==> config.mk <==
export PLATFORM = sky130hd
export DESIGN_NAME = rgb565_subpixel_row_shift_unit
export DESIGN_NICKNAME = d
export VERILOG_FILES = /design/src/design/rspu_pkg.sv /design/src/design/rgb565_subpixel_row_shift_unit.sv /design/src/design/rspu_mix.sv
export SDC_FILE = /design/constraint.sdc
export NUM_CORES = 1
export LEC_CHECK = 0
export ABC_AREA = 1
export BUFFER_PORTS_ARGS = -buffer_cell sky130_fd_sc_hd__buf_4
export CAP_MARGIN = 20
export CORE_MARGIN = 3
export CORE_UTILIZATION = 25
export CTS_CLUSTER_DIAMETER = 80
export DETAILED_ROUTE_END_ITERATION = 8
export GPL_TIMING_DRIVEN = 0
export RECOVER_POWER = 50
export SLEW_MARGIN = 40
export SYNTH_ARGS = -nofsm -noshare
export SYNTH_HDL_FRONTEND = slang
export SYNTH_SLANG_ARGS = --single-unit
export TNS_END_PERCENT = 10
==> constraint.sdc <==
create_clock -name clock -period 5.5 [get_ports clock]
set_input_delay 0.275 -clock clock [delete_from_list [all_inputs] [get_ports clock]]
set_output_delay 0.275 -clock clock [all_outputs]
set_load 0.02 [all_outputs]
==> src/design/rspu_pkg.sv <==
`timescale 1ns / 1ps
`default_nettype none

package rspu_pkg;

   // pixel and weight widths
   localparam int unsigned PIXEL_W  = 16;
   localparam int unsigned FRAC_W   = 5;
   localparam int unsigned WEIGHT_W = FRAC_W + 1;

   // weighted lane sums: 16-bit lane times weight up to 32, two terms
   localparam int unsigned SUM_W    = PIXEL_W + WEIGHT_W;

   // red/blue and green lane masks of an RGB565 word
   localparam logic [PIXEL_W-1:0] LANE_RB = 16'hF81F;
   localparam logic [PIXEL_W-1:0] LANE_G  = 16'h07E0;

   // the two weights always add up to this
   localparam logic [WEIGHT_W-1:0] WEIGHT_FULL = 6'd32;

   // stream widths; both tdata widths are whole bytes
   localparam int unsigned REQ_DATA_W = 48;
   localparam int unsigned REQ_USER_W = 2;
   localparam int unsigned RSP_DATA_W = 16;

   // flag positions in req_tuser
   localparam int unsigned UBIT_ROW_FIRST = 0;
   localparam int unsigned UBIT_EMIT_TRAIL = 1;

endpackage : rspu_pkg

`default_nettype wire

==> src/design/rgb565_subpixel_row_shift_unit.sv <==
`timescale 1ns / 1ps
`default_nettype none

// channel  direction  tdata                                     tuser / tlast
// req      in         src_pixel, edge_left, edge_right (48 b)   row_first, emit_trailing / row_last
// rsp      out        out_pixel (16 b)                          run_end / row_done
// csr      in         shift_fraction (5 b), written on csr_wr_en
//
// one item per clock while rsp is ready; a row_last item that asks for a trailing pixel
// holds the input register for a second result, since the single output register takes
// one pixel a cycle; items pass the input register, then are blended into the output register
// synchronous reset clears the valid flags, the phase bit, the held left pixel
// and shift_fraction; a stalled rsp side backs up through both registers

module rgb565_subpixel_row_shift_unit (
   input  wire logic                                clock,
   input  wire logic                                reset,
   // csr
   input  wire logic                                csr_wr_en,
   input  wire logic [rspu_pkg::FRAC_W-1:0]         csr_wr_data,
   // req
   input  wire logic                                req_tvalid,
   output logic                                     req_tready,
   input  wire logic [rspu_pkg::REQ_DATA_W-1:0]     req_tdata,  // src_pixel, edge_left, edge_right
   input  wire logic [rspu_pkg::REQ_USER_W-1:0]     req_tuser,  // row_first, emit_trailing
   input  wire logic                                req_tlast,  // row_last
   // rsp
   output logic                                     rsp_tvalid,
   input  wire logic                                rsp_tready,
   output logic      [rspu_pkg::RSP_DATA_W-1:0]     rsp_tdata,  // out_pixel
   output logic                                     rsp_tuser,  // run_end
   output logic                                     rsp_tlast   // row_done
);
   import rspu_pkg::*;

   logic [FRAC_W-1:0]  frac_ff;
   logic [PIXEL_W-1:0] left_pixel_ff;

   logic               s1_valid_ff, s1_valid_in;
   logic               s1_phase_ff, s1_phase_in;
   logic [PIXEL_W-1:0] s1_left_ff;
   logic [PIXEL_W-1:0] s1_src_ff;
   logic [PIXEL_W-1:0] s1_right_ff;
   logic               s1_two_ff;
   logic               s1_last_ff;

   logic               out_valid_ff, out_valid_in;
   logic [PIXEL_W-1:0] out_pixel_ff;
   logic               out_run_end_ff;
   logic               out_row_done_ff;

   logic [PIXEL_W-1:0] req_src, req_eleft, req_eright;
   logic               req_fire, out_free, s1_move, s1_release;
   logic [PIXEL_W-1:0] mix_a, mix_b, mix_out;

   assign req_src    = req_tdata[PIXEL_W-1:0];
   assign req_eleft  = req_tdata[2*PIXEL_W-1:PIXEL_W];
   assign req_eright = req_tdata[3*PIXEL_W-1:2*PIXEL_W];

   // handshake between the two registers
   assign out_free    = !out_valid_ff || rsp_tready;
   assign s1_move     = s1_valid_ff && out_free;
   assign s1_release  = s1_move && (!s1_two_ff || s1_phase_ff);
   assign req_tready  = !s1_valid_ff || s1_release;
   assign req_fire    = req_tvalid && req_tready;

   // phase goes back to zero whenever the input register empties
   assign s1_valid_in  = req_fire ? 1'b1 : (s1_release ? 1'b0 : s1_valid_ff);
   assign s1_phase_in  = req_fire ? 1'b0 :
                         (s1_release ? 1'b0 : (s1_move ? 1'b1 : s1_phase_ff));
   assign out_valid_in = s1_move ? 1'b1 : (rsp_tready ? 1'b0 : out_valid_ff);

   // control registers
   always_ff @(posedge clock) begin
      if (reset) begin
         frac_ff       <= '0;
         left_pixel_ff <= '0;
         s1_valid_ff   <= 1'b0;
         s1_phase_ff   <= 1'b0;
         out_valid_ff  <= 1'b0;
      end else begin
         if (csr_wr_en) begin
            frac_ff <= csr_wr_data;
         end
         if (req_fire) begin
            left_pixel_ff <= req_src;
         end
         s1_valid_ff  <= s1_valid_in;
         s1_phase_ff  <= s1_phase_in;
         out_valid_ff <= out_valid_in;
      end
   end

   // input register, left neighbour resolved on accept
   always_ff @(posedge clock) begin
      if (req_fire) begin
         s1_left_ff  <= req_tuser[UBIT_ROW_FIRST] ? req_eleft : left_pixel_ff;
         s1_src_ff   <= req_src;
         s1_right_ff <= req_eright;
         s1_two_ff   <= req_tlast && req_tuser[UBIT_EMIT_TRAIL];
         s1_last_ff  <= req_tlast;
      end
   end

   // first result blends left with src, trailing one src with right
   assign mix_a = s1_phase_ff ? s1_src_ff   : s1_left_ff;
   assign mix_b = s1_phase_ff ? s1_right_ff : s1_src_ff;

   rspu_mix u_mix (
      .pix_a    (mix_a),
      .pix_b    (mix_b),
      .weight_a (frac_ff),
      .pix_out  (mix_out)
   );

   // output register
   always_ff @(posedge clock) begin
      if (s1_move) begin
         out_pixel_ff    <= mix_out;
         out_run_end_ff  <= !s1_two_ff || s1_phase_ff;
         out_row_done_ff <= s1_last_ff && (!s1_two_ff || s1_phase_ff);
      end
   end

   assign rsp_tvalid = out_valid_ff;
   assign rsp_tdata  = out_pixel_ff;
   assign rsp_tuser  = out_run_end_ff;
   assign rsp_tlast  = out_row_done_ff;

   // checks
   a_phase_needs_item : assert property (@(posedge clock) disable iff (reset)
      s1_phase_ff |-> (s1_valid_ff && s1_two_ff))
      else $error("trailing phase without a two-result item");

   a_row_done_ends_run : assert property (@(posedge clock) disable iff (reset)
      (rsp_tvalid && rsp_tlast) |-> rsp_tuser)
      else $error("row_done on a result that is not the last of its item");

   a_row_start_left : assert property (@(posedge clock) disable iff (reset)
      (req_fire && req_tuser[UBIT_ROW_FIRST]) |=> (s1_left_ff == $past(req_eleft)))
      else $error("row start did not take edge_left");

endmodule : rgb565_subpixel_row_shift_unit

`default_nettype wire

==> src/design/rspu_mix.sv <==
`timescale 1ns / 1ps
`default_nettype none

module rspu_mix (
   input  wire logic [rspu_pkg::PIXEL_W-1:0]  pix_a,
   input  wire logic [rspu_pkg::PIXEL_W-1:0]  pix_b,
   input  wire logic [rspu_pkg::FRAC_W-1:0]   weight_a,
   output logic      [rspu_pkg::PIXEL_W-1:0]  pix_out
);
   import rspu_pkg::*;

   logic [WEIGHT_W-1:0] weight_a_ext;
   logic [WEIGHT_W-1:0] weight_b;
   logic [SUM_W-1:0]    rb_sum;
   logic [SUM_W-1:0]    g_sum;
   logic [SUM_W-1:0]    rb_shr;
   logic [SUM_W-1:0]    g_shr;

   // complementary weights, b gets 1..32
   assign weight_a_ext = {1'b0, weight_a};
   assign weight_b     = WEIGHT_FULL - weight_a_ext;

   // both lane groups at once, no carry can cross lanes
   assign rb_sum = SUM_W'(pix_a & LANE_RB) * SUM_W'(weight_a_ext)
                 + SUM_W'(pix_b & LANE_RB) * SUM_W'(weight_b);
   assign g_sum  = SUM_W'(pix_a & LANE_G) * SUM_W'(weight_a_ext)
                 + SUM_W'(pix_b & LANE_G) * SUM_W'(weight_b);

   // divide by 32 and mask back to the lanes
   assign rb_shr  = rb_sum >> FRAC_W;
   assign g_shr   = g_sum >> FRAC_W;
   assign pix_out = (rb_shr[PIXEL_W-1:0] & LANE_RB) | (g_shr[PIXEL_W-1:0] & LANE_G);

endmodule : rspu_mix

`default_nettype wire

==> key figures, run 1 <==
Drt
  • Vias per cell: around 4.3
  • Number of remaining DRC errors: 0
  • Wirelength per Cell: ~13 um
  • Routed Antenna Nets: 0
  • DR vias: between 7000 and 8000
  • Iter 0 DRT Violations: between 300 and 400
  • WL final: roughly 24000 um
  • DR pass1 iterations: 7

CTS
  • CTS tree: yes
  • CTS Sinks: around 90
  • Clk slew on worst S/H paths: 0.07 ns
  • Hold_buf cts: 0
  • Clock Root Buffer: clkbuf_16
  • TritonCTS buffer count: 9
  • Clock latency on the worst-skew pair: 0.36 ns
  • Max Buffers Root-to-Sink: 2
  • H-tree levels: 3

Logic synthesis
  • Syn Area/Cell: a little over 8 um2
  • Main flop type after synthesis: edfxtp_1
  • Most instantiated cells after synthesis: 275 x inv_1, 215 x nand2_1, 139 x nor2_1
  • Distinct cell type count after synthesis: 40
  • EDFF count, synth: 68
  • Post-Synthesis Cells: about 1200
  • Ys async rst share: 0
  • Synth area leaders: edfxtp_1 21%, fa_1 19%, ha_1 15%
  • Synth Register Bits: 92
  • Post-Syn Area: 9830 um2
  • Synth Warn #: 0
  • Synthesized net count: about 1500
  • Synth top area share: 0.208
  • Leading area contributor after synthesis: edfxtp_1
  • Count leader, synth: inv_1
  • Seq/Total Area, Yosys: 0.257

Floorplan
  • Starting Density: 0.254
  • Chip width: slightly above 200 um
  • Core ar.: between 30000 and 40000 um2
  • I/O pin cnt: 81
  • Row count: a little over 70
  • Die H: 204 um
  • Die area: roughly 42000 um2

Timing
  • Clock Skew: 0.0102 ns
  • Fmax: 0.188 GHz
  • Final Hold Fails: 0
  • Crit share post-route: 0.967
  • Finish-stage setup viols: 0
  • Hold Slack: between 0.1 and 0.15 ns
  • Shortest period the worst path allows: 5.32 ns
  • Tightest Pin Transition: approximately 0.6 ns
  • Max transition margin: 0.586
  • Final setup TNS: 0 ns
  • RSZ-0062 raised after global routing: true
  • Final Max Tran Viols: 0

Global route
  • Largest net degree at the start of global routing: between 40 and 50
  • First-pass GRT wire length: ~40000 um
  • Grt ovf: 0
  • Total GRT Usage: 0.118
  • Initial antenna violation count: 0
  • Vias in the first global route: between 7000 and 8000

Setup path
  • Cells on worst reg2reg path: 27
  • CP Launch Type: flop
  • Crit path DAT: between 5 and 6 ns
  • Crit Path Max Fanout: 12
  • Reg2reg end: rsp_tdata[13]$_DFFE_PP_
  • CP endpoint kind: flop
  • Critical Path RT: 5.62 ns
  • Worst reg-to-reg setup slack: 0.18 ns
  • FF-to-FF Start: frac_ff[0]$_SDFFE_PP0P_
  • Critical path class: flop to flop

Layout
  • Nets: roughly 1600
  • ANT cells: 0
  • Synthesis-to-finish area growth: 19.6%
  • Share of layout cells above drive strength 1: 0.149
  • # fillers: between 4000 and 5000

Power
  • Cell Pwr Density: approximately 430 nW/um2
  • Leak: 0.00578 uW
  • Worst VDD drop: 245 uV

Hold path
  • Hold Startpoint: req_tdata[43]
  • Hold Crit Endpoint: s1_right_ff[11]$_DFFE_PP_
  • Worst Hold Path Cells: 1
  • Worst hold path class: primary input to flop

Run
  • Max-cap violations: 0

Outcome
  • Status: completed

Place
  • GPL Wtd Cong: between 0.8 and 0.9
  • Buffers on Ports: 80
  • DPL Wire Length: 20400 um
-- registers in the layout (all words and copies together) (netlist names), 5 cells and up --
name and flops:
s1_right_ff 16, left_pixel_ff 16, frac_ff 5, s1_left_ff 16
s1_src_ff 16, rsp_tdata 16
-- cell type report --
| type | count | area (um2) | area share |
|---|---|---|---|
| Inverter | 282 | 1080 | 0.0916 |
| Buffer | 25 | 201 | 0.0171 |
| Tap cell | 518 | 648 | 0.0551 |
| Clock buffer | 10 | 229 | 0.0195 |
| Timing Repair Buffer | 89 | 621 | 0.0528 |
| Clock inverter | 6 | 93.8 | 0.00798 |
| Sequential cell | 92 | 2530 | 0.215 |
| Multi-Input combinational cell | 791 | 6360 | 0.541 |
-- timing repair --
| item | CTS | global route |
|---|---|---|
| setup buffers | 1 | 7 |
| setup endpoints to repair | 16 | 10 |
| gates resized for setup | 34 | 82 |
| pin swaps | 1 | 7 |
-- report_power, final --
group | switching, uW | total (uW) | internal [uW]
Sequential | 36.8 | 999 | 962
Clock | 284 | 687 | 403
Combinational | 2000 | 3330 | 1330
Total | 2320 | 5010 | 2690
-- cell families after synthesis --
group | Yosys count | share of synthesized area
AND/OR/NAND/NOR | 417 | 0.174
buffers and inverters | 310 | 0.123
adder cells (fa/ha/maj) | 212 | 0.342
AO/OA/AOI/OAI | 136 | 0.0820
flip-flops | 92 | 0.257
XOR/XNOR | 26 | 0.0232
-- worst max path at each step --
stage                                       start                      end  slack, ns  depth (start not counted)
after floorplan           frac_ff[0]$_SDFFE_PP0P_  rsp_tdata[13]$_DFFE_PP_       0.05                         29
after global placement    frac_ff[0]$_SDFFE_PP0P_  rsp_tdata[13]$_DFFE_PP_      -1.05                         28
after detailed placement  frac_ff[0]$_SDFFE_PP0P_  rsp_tdata[13]$_DFFE_PP_      -1.02                         28
after CTS                 frac_ff[0]$_SDFFE_PP0P_  rsp_tdata[13]$_DFFE_PP_      -0.05                         28
after global routing      frac_ff[0]$_SDFFE_PP0P_  rsp_tdata[13]$_DFFE_PP_      -0.10                         28
final                     frac_ff[0]$_SDFFE_PP0P_  rsp_tdata[13]$_DFFE_PP_       0.18                         27
-- metrics by stage --
stage | worst slack [ns] | utilization | std cells | power [uW] | instance area [um2]
floorplan | 0.0450 | - | 1193 | 3340 | 9830
global placement | -1.05 | 0.286 | 1791 | 4080 | 11100
detailed placement | -1.02 | 0.287 | 1792 | 4130 | 11100
CTS | -0.0528 | 0.297 | 1806 | 4900 | 11500
global route | -0.103 | 0.303 | 1813 | 5580 | 11800
finish | 0.181 | 0.303 | 1813 | 5010 | 11800
-- layer usage --
layer	routed length, um	track usage	vias to the layer above	share of wire
met5	0	0	-	0
met4	414	0.0354	0	0.017
met3	1030	0.0205	27	0.043
met2	11300	0.201	187	0.47
met1	11100	0.153	3609	0.47
li1	-	-	3887	-
-- worst max-delay path: stages, from the launching register on --
cell and delay, ns:
dfxtp_4 0.38, inv_8 0.11, buf_12 0.15, ha_4 0.16
nand3_1 0.10, nand2_1 0.09, nand2_1 0.10, buf_6 0.16
nor2_2 0.11, fa_1 0.44, fa_1 0.49, inv_1 0.05
fa_1 0.48, inv_1 0.06, fa_1 0.53, inv_1 0.05
fa_1 0.52, inv_1 0.06, ha_4 0.28, nand2_1 0.07
nor3_1 0.19, nand2_2 0.10, nand2_2 0.09, nand2_1 0.06
nand2_1 0.05, nand2_1 0.07, nand3_1 0.07, nand2_1 0.07
-- placed cells by master (no fill, tap or decap), types with 4 or more instances in the layout --
master / instances
a211oi_1: 21
a21o_1: 4
nor2_2: 5
nor3_1: 5
clkbuf_4: 19
nand2_2: 9
buf_4: 59
xor2_1: 13
nand2_1: 214
ha_4: 6
clkbuf_1: 23
o21ai_2: 18
fa_1: 94
o21ai_1: 17
or2_2: 11
xnor2_1: 11
inv_1: 269
nand3_1: 20
nand4_1: 6
ha_1: 109
o21ai_0: 23
edfxtp_1: 68
dfxtp_1: 22
buf_6: 7
a21oi_1: 33
inv_2: 7
a21oi_2: 5
clkbuf_16: 9
nor2_1: 136
o21a_1: 4
(Power assumes the default switching activity.)
==> run 2, diff against run 1 <==
--- a/config.mk
+++ b/config.mk
@@ -8,11 +8,14 @@
 export ABC_AREA = 1
 export BUFFER_PORTS_ARGS = -buffer_cell sky130_fd_sc_hd__buf_4
 export CAP_MARGIN = 20
+export CELL_PAD_IN_SITES_DETAIL_PLACEMENT = 1
+export CELL_PAD_IN_SITES_GLOBAL_PLACEMENT = 1
 export CORE_MARGIN = 3
 export CORE_UTILIZATION = 25
 export CTS_CLUSTER_DIAMETER = 80
 export DETAILED_ROUTE_END_ITERATION = 8
 export GPL_TIMING_DRIVEN = 0
+export PLACE_DENSITY_LB_ADDON = 0.1
 export RECOVER_POWER = 50
 export SLEW_MARGIN = 40
 export SYNTH_ARGS = -nofsm -noshare
==> run 2 against run 1 <==
  * Die area did not move
  * Cell count rose by 0.83%
  * Non-clock buffer count grew 15
  * Design area increased by 2.1%
  * Wire length up 24%
  * Critical endpoint unchanged
==> key figures, run 2 (synthesis gave the netlist of run 1 again) <==
Outcome
  • Status: completed (unchanged)

Floorplan
  • Starting Density: 0.254 (unchanged)
  • I/O pin cnt: 81 (unchanged)
  • Chip width: 204 um (unchanged)
  • Die area: 41700 um2 (unchanged)
  • Die H: 204 um (unchanged)
  • Core ar.: 38700 um2 (unchanged)
  • Row count: 72 (unchanged)

Place
  • Buffers on Ports: 80 (unchanged)
  • DPL Wire Length: 25200 um (was 20400 um)
  • Area of placed instances: 11100 um2 (unchanged)
  • GPL Wtd Cong: 0.787 (was 0.882)
  • Dpl cells: 1792 (unchanged)

Layout
  • Non-filler cells, final: 1828 (was 1813)
  • Share of layout cells above drive strength 1: 0.166 (was 0.149)
  • Nets: 1578 (was 1563)
  • ANT cells: 0 (unchanged)
  • Post-route cell area: 12000 um2 (was 11800 um2)
  • Synthesis-to-finish area growth: 22.0% (was 19.6%)
  • Most common cell after layout, fill and taps aside: inv_1 (unchanged)
  • Commonest non-fill, non-tap cells in the layout: 264 x inv_1, 207 x nand2_1, 132 x nor2_1 (was 269 x inv_1, 214 x nand2_1, 136 x nor2_1)

Global route
  • First-pass GRT wire length: 47300 um (was 39500 um)
  • Largest net degree at the start of global routing: 47 (was 45)
  • Initial antenna violation count: 0 (unchanged)
  • Vias in the first global route: 8428 (was 7978)
  • Total GRT Usage: 0.148 (was 0.118)
  • Grt ovf: 0 (unchanged)

Power
  • Worst VDD drop: 217 uV (was 245 uV)
  • Internal power: 2780 uW (was 2690 uW)
  • Clock share of power: 0.126 (was 0.137)
  • Sw frac: 0.479 (was 0.463)
  • Net Sw Power: 2560 uW (was 2320 uW)
  • Total power: 5340 uW (was 5010 uW)
  • Seq pwr share: 0.186 (was 0.199)
  • Gate power share: 0.688 (was 0.664)
  • Leak: 0.00583 uW (was 0.00578 uW)
  • Cell Pwr Density: 445 nW/um2 (was 426 nW/um2)

Setup path
  • CP Launch Type: flop (unchanged)
  • Critical Path RT: 5.64 ns (was 5.62 ns)
  • Crit Path Max Fanout: 6 (was 12)
  • Cell mode on critical path: nand2_1 (unchanged)
  • Slowest-stage cell, CP: fa_1 (unchanged)
  • CP endpoint kind: flop (unchanged)
  • Largest stage delay on the critical path: 0.54 ns (was 0.53 ns)
  • Cells on worst reg2reg path: 28 (was 27)
  • Critical path class: flop to flop (unchanged)
  • Crit path DAT: 5.43 ns (was 5.44 ns)

Drt
  • Routed Antenna Nets: 0 (unchanged)
  • Number of remaining DRC errors: 0 (unchanged)
  • DR pass1 iterations: 4 (was 7)
  • WL final: 29600 um (was 23800 um)
  • Iter 0 DRT Violations: 180 (was 305)
  • Wirelength per Cell: 16.2 um (was 13.1 um)
  • Vias per cell: 4.26 (was 4.25)
  • DR vias: 7793 (was 7710)

Timing
  • Fmax: 0.189 GHz (was 0.188 GHz)
  • Hold Slack: 0.0887 ns (was 0.117 ns)
  • Final Max Tran Viols: 0 (unchanged)
  • Finish-stage setup viols: 0 (unchanged)
  • Crit share post-route: 0.963 (was 0.967)
  • Max transition margin: 0.295 (was 0.586)
  • Shortest period the worst path allows: 5.30 ns (was 5.32 ns)
  • Tightest Pin Transition: 1.06 ns (was 0.615 ns)
  • Clock Skew: 0.0135 ns (was 0.0102 ns)
  • RSZ-0062 raised after global routing: false (was true)
  • Final Hold Fails: 0 (unchanged)

CTS
  • H-tree levels: 3 (unchanged)
  • Max Buffers Root-to-Sink: 2 (unchanged)
  • CTS tree: yes (unchanged)
  • CTS Sinks: 92 (unchanged)
  • Clock Root Buffer: clkbuf_16 (unchanged)
  • TritonCTS buffer count: 9 (unchanged)
  • Clock latency on the worst-skew pair: 0.38 ns (was 0.36 ns)
  • Clk slew on worst S/H paths: 0.08 ns (was 0.07 ns)

Hold path
  • Worst Hold Path Cells: 1 (unchanged)
  • Worst hold path class: primary input to flop (unchanged)

Run
  • Max-cap violations: 0 (unchanged)
## run 2: through the flow
| stage | setup WS (ns) | util | TNS, ns |
|---|---|---|---|
| floorplan | 0.0450 | - | 0 |
| global placement | -1.41 | 0.286 | -15.20 |
| detailed placement | -1.42 | 0.287 | -14.80 |
| CTS | -0.0405 | 0.303 | -0.0763 |
| global route | 0.0142 | 0.310 | 0 |
| finish | 0.202 | 0.310 | 0 |
## run 2: cell type report
type                            instances  area, um2
Clock buffer                            9        225
Sequential cell                        92       2530
Inverter                              282       1080
Clock inverter                          7       80.1
Tap cell                              518        648
Timing Repair Buffer                  103        643
Fill cell                            4701      26700
Buffer                                 26        274
Multi-Input combinational cell        791       6520
## run 2: what timing repair did
action | CTS | global route
hold buffers | 0 | 0
setup endpoints to repair | 16 | 8
gates resized for setup | 83 | 91
cloned | 0 | 0
pin swaps | 8 | 26
setup buffers | 6 | 16
## run 2: per-layer routing
layer	track usage	part of all wire	vias up
met1	0.205	0.50	3775
met4	0.0376	0.019	0
met2	0.245	0.46	85
li1	-	-	3914
met5	0	0	-
met3	0.0186	0.023	19
## run 2: critical path, delay by kind of cell (launching register included)
| family | cells | cell delay [ns] |
|---|---|---|
| flops | 1 | 0.41 |
| buf+inv | 8 | 0.64 |
| simple gates | 12 | 0.84 |
| fa+ha+maj | 7 | 2.99 |
| compound gates | 1 | 0.20 |
## run 2: path summary, 6_finish.rpt
| path | startpoint | end | slack [ns] |
|---|---|---|---|
| min | req_tdata[40] | s1_right_ff[8]$_DFFE_PP_ | 0.09 |
| max reg2reg | frac_ff[0]$_SDFFE_PP0P_ | rsp_tdata[13]$_DFFE_PP_ | 0.20 |
| max | frac_ff[0]$_SDFFE_PP0P_ | rsp_tdata[13]$_DFFE_PP_ | 0.20 |
| min reg2reg | left_pixel_ff[13]$_SDFFE_PP0P_ | left_pixel_ff[13]$_SDFFE_PP0P_ | 0.46 |
## run 2: power groups by stage
stage	Sequential (uW)	Combinational, uW	Clock [uW]
after floorplan	1090	2250	0
after global placement	1010	3230	0
after detailed placement	1010	3270	0
after CTS	993	3470	703
after global routing	1000	4220	732
final	991	3670	675
==> run 3, diff against run 2 <==
==> constraint.sdc (replaced) <==
create_clock -name clock -period 5.5 [get_ports clock]
set_input_delay 0.825 -clock clock [delete_from_list [all_inputs] [get_ports clock]]
set_output_delay 0.825 -clock clock [all_outputs]
set_load 0.02 [all_outputs]
==> run 3 against run 2 <==
  * Design area increased by 0.13%
  * Maximum frequency about the same
  * Die area unchanged
  * Clock-buffer cell count unchanged
  * Global-route usage unchanged
  * Critical endpoint unchanged
  * Highest routed layer unchanged
==> key figures, run 3 (synthesis gave the netlist of run 1 again) <==
Layout
  • Register Area: 2530 um2 (unchanged)
  • Commonest non-fill, non-tap cells in the layout: 264 x inv_1, 207 x nand2_1, 132 x nor2_1 (unchanged)
  • Nets: 1578 (unchanged)
  • Most common cell after layout, fill and taps aside: inv_1 (unchanged)
  • # fillers: 4696 (was 4701)
  • Multi-input gate area: 6520 um2 (unchanged)
  • Share of layout cells above drive strength 1: 0.169 (was 0.166)
  • ANT cells: 0 (unchanged)
  • Synthesis-to-finish area growth: 22.2% (was 22.0%)
  • Final core occ: 0.310 (about the same)
  • Post-route cell area: 12000 um2 (about the same)

Setup path
  • Cell mode on critical path: nand2_1 (unchanged)
  • CP endpoint kind: flop (unchanged)
  • Crit path DAT: 5.44 ns (was 5.43 ns)
  • Slowest-stage cell, CP: fa_1 (unchanged)
  • Critical path class: flop to flop (unchanged)
  • Critical Path RT: 5.64 ns (about the same)
  • CP Launch Type: flop (unchanged)
  • Crit Path Max Fanout: 6 (unchanged)
  • Largest stage delay on the critical path: 0.54 ns (about the same)

Drt
  • Wirelength per Cell: 16.2 um (about the same)
  • Routed Antenna Nets: 0 (unchanged)
  • DR vias: 7777 (was 7793)
  • Vias per cell: 4.25 (was 4.26)
  • Number of remaining DRC errors: 0 (unchanged)
  • Iter 0 DRT Violations: 183 (was 180)
  • WL final: 29600 um (about the same)
  • DR pass1 iterations: 4 (unchanged)

Floorplan
  • Core ar.: 38700 um2 (unchanged)
  • Die H: 204 um (unchanged)
  • Die area: 41700 um2 (unchanged)
  • Starting Density: 0.254 (unchanged)
  • I/O pin cnt: 81 (unchanged)
  • Chip width: 204 um (unchanged)
  • Row count: 72 (unchanged)

Hold path
  • Worst hold path class: flop to flop (was primary input to flop)

Place
  • Area of placed instances: 11100 um2 (unchanged)
  • Buffers on Ports: 80 (unchanged)
  • DPL Wire Length: 25200 um (unchanged)
  • GPL Wtd Cong: 0.787 (unchanged)

CTS
  • Max Buffers Root-to-Sink: 2 (unchanged)
  • Hold_buf cts: 0 (unchanged)
  • Clk slew on worst S/H paths: 0.07 ns (was 0.08 ns)
  • H-tree levels: 3 (unchanged)
  • CTS tree: yes (unchanged)
  • TritonCTS buffer count: 9 (unchanged)
  • Clock latency on the worst-skew pair: 0.38 ns (about the same)
  • Clock Root Buffer: clkbuf_16 (unchanged)
  • CTS Sinks: 92 (unchanged)

Global route
  • Initial antenna violation count: 0 (unchanged)
  • Total GRT Usage: 0.148 (unchanged)
  • Vias in the first global route: 8428 (unchanged)
  • Largest net degree at the start of global routing: 47 (unchanged)
  • First-pass GRT wire length: 47300 um (unchanged)
  • Grt ovf: 0 (unchanged)

Outcome
  • Status: completed (unchanged)

Timing
  • Fmax: 0.189 GHz (about the same)
  • Clock Skew: 0.0135 ns (about the same)
  • Max transition margin: 0.294 (was 0.295)
  • RSZ-0062 raised after global routing: false (unchanged)
  • Crit share post-route: 0.963 (about the same)
  • Hold Slack: 0.463 ns (was 0.0887 ns)
  • Shortest period the worst path allows: 5.30 ns (about the same)
  • Finish-stage setup viols: 0 (unchanged)
  • Tightest Pin Transition: 1.06 ns (about the same)
  • Final Hold Fails: 0 (unchanged)
  • Final Max Tran Viols: 0 (unchanged)

Run
  • Max-cap violations: 0 (unchanged)

Power
  • Worst VDD drop: 218 uV (was 217 uV)
  • Leak: 0.00584 uW (was 0.00583 uW)
  • Cell Pwr Density: 446 nW/um2 (was 445 nW/um2)
[run 3: changes by cell type in the layout (fill, tap and decap cells not counted), sizes merged]
cell    change
clkbuf      -3
buf         +3
[run 3: path summary, 6_finish.rpt]
kind	startpoint	slack (ns)	cells past startpoint	end
max	frac_ff[0]$_SDFFE_PP0P_	0.20	28	rsp_tdata[13]$_DFFE_PP_
min	left_pixel_ff[13]$_SDFFE_PP0P_	0.46	2	left_pixel_ff[13]$_SDFFE_PP0P_
max reg2reg	frac_ff[0]$_SDFFE_PP0P_	0.20	28	rsp_tdata[13]$_DFFE_PP_
min reg2reg	left_pixel_ff[13]$_SDFFE_PP0P_	0.46	2	left_pixel_ff[13]$_SDFFE_PP0P_
[run 3: what timing repair did]
item,in CTS,in global routing
gates cloned,0,0
buffers inserted,6,16
resized for setup,83,91
pin swaps,8,26
setup endpoints to repair,16,8
[run 3: routing by layer]
layer / share of wire / GRT usage / routed length, um
met3: 0.023 / 0.0186 / 684
met4: 0.019 / 0.0376 / 571
met2: 0.46 / 0.245 / 13700
met5: 0 / 0 / 0
met1: 0.50 / 0.205 / 14700
[run 3: report_power, final]
| group | switching (uW) | leakage (uW) | total, uW | internal [uW] |
|---|---|---|---|---|
| Combinational | 2210 | 0.00484 | 3690 | 1470 |
| Clock | 315 | 0.000150 | 676 | 360 |
| Sequential | 30.4 | 0.000855 | 991 | 961 |
| Total | 2560 | 0.00584 | 5350 | 2790 |
[run 3: stage by stage]
stage,TNS (ns),power (uW),setup WS (ns),std cells
finish,0,5350,0.201,1828
global route,0,5960,0.0142,1828
CTS,-0.0763,5170,-0.0405,1813
detailed placement,-14.80,4270,-1.42,1792
global placement,-15.20,4240,-1.41,1791
floorplan,0,3340,0.0450,1193
[run 3: critical path: cells and delay by family (launching register included)]
family	cells	cell delay, ns
AO/OA/AOI/OAI	1	0.20
adder cells (fa/ha/maj)	7	2.99
buffers and inverters	8	0.64
flip-flops	1	0.41
AND/OR/NAND/NOR	12	0.84
[run 3: cell type report]
| cell class | count | area share |
|---|---|---|
| Tap cell | 518 | 0.0539 |
| Sequential cell | 92 | 0.211 |
| Multi-Input combinational cell | 791 | 0.543 |
| Inverter | 282 | 0.0898 |
| Clock inverter | 7 | 0.00667 |
| Timing Repair Buffer | 103 | 0.0548 |
| Buffer | 26 | 0.0228 |
| Clock buffer | 9 | 0.0187 |
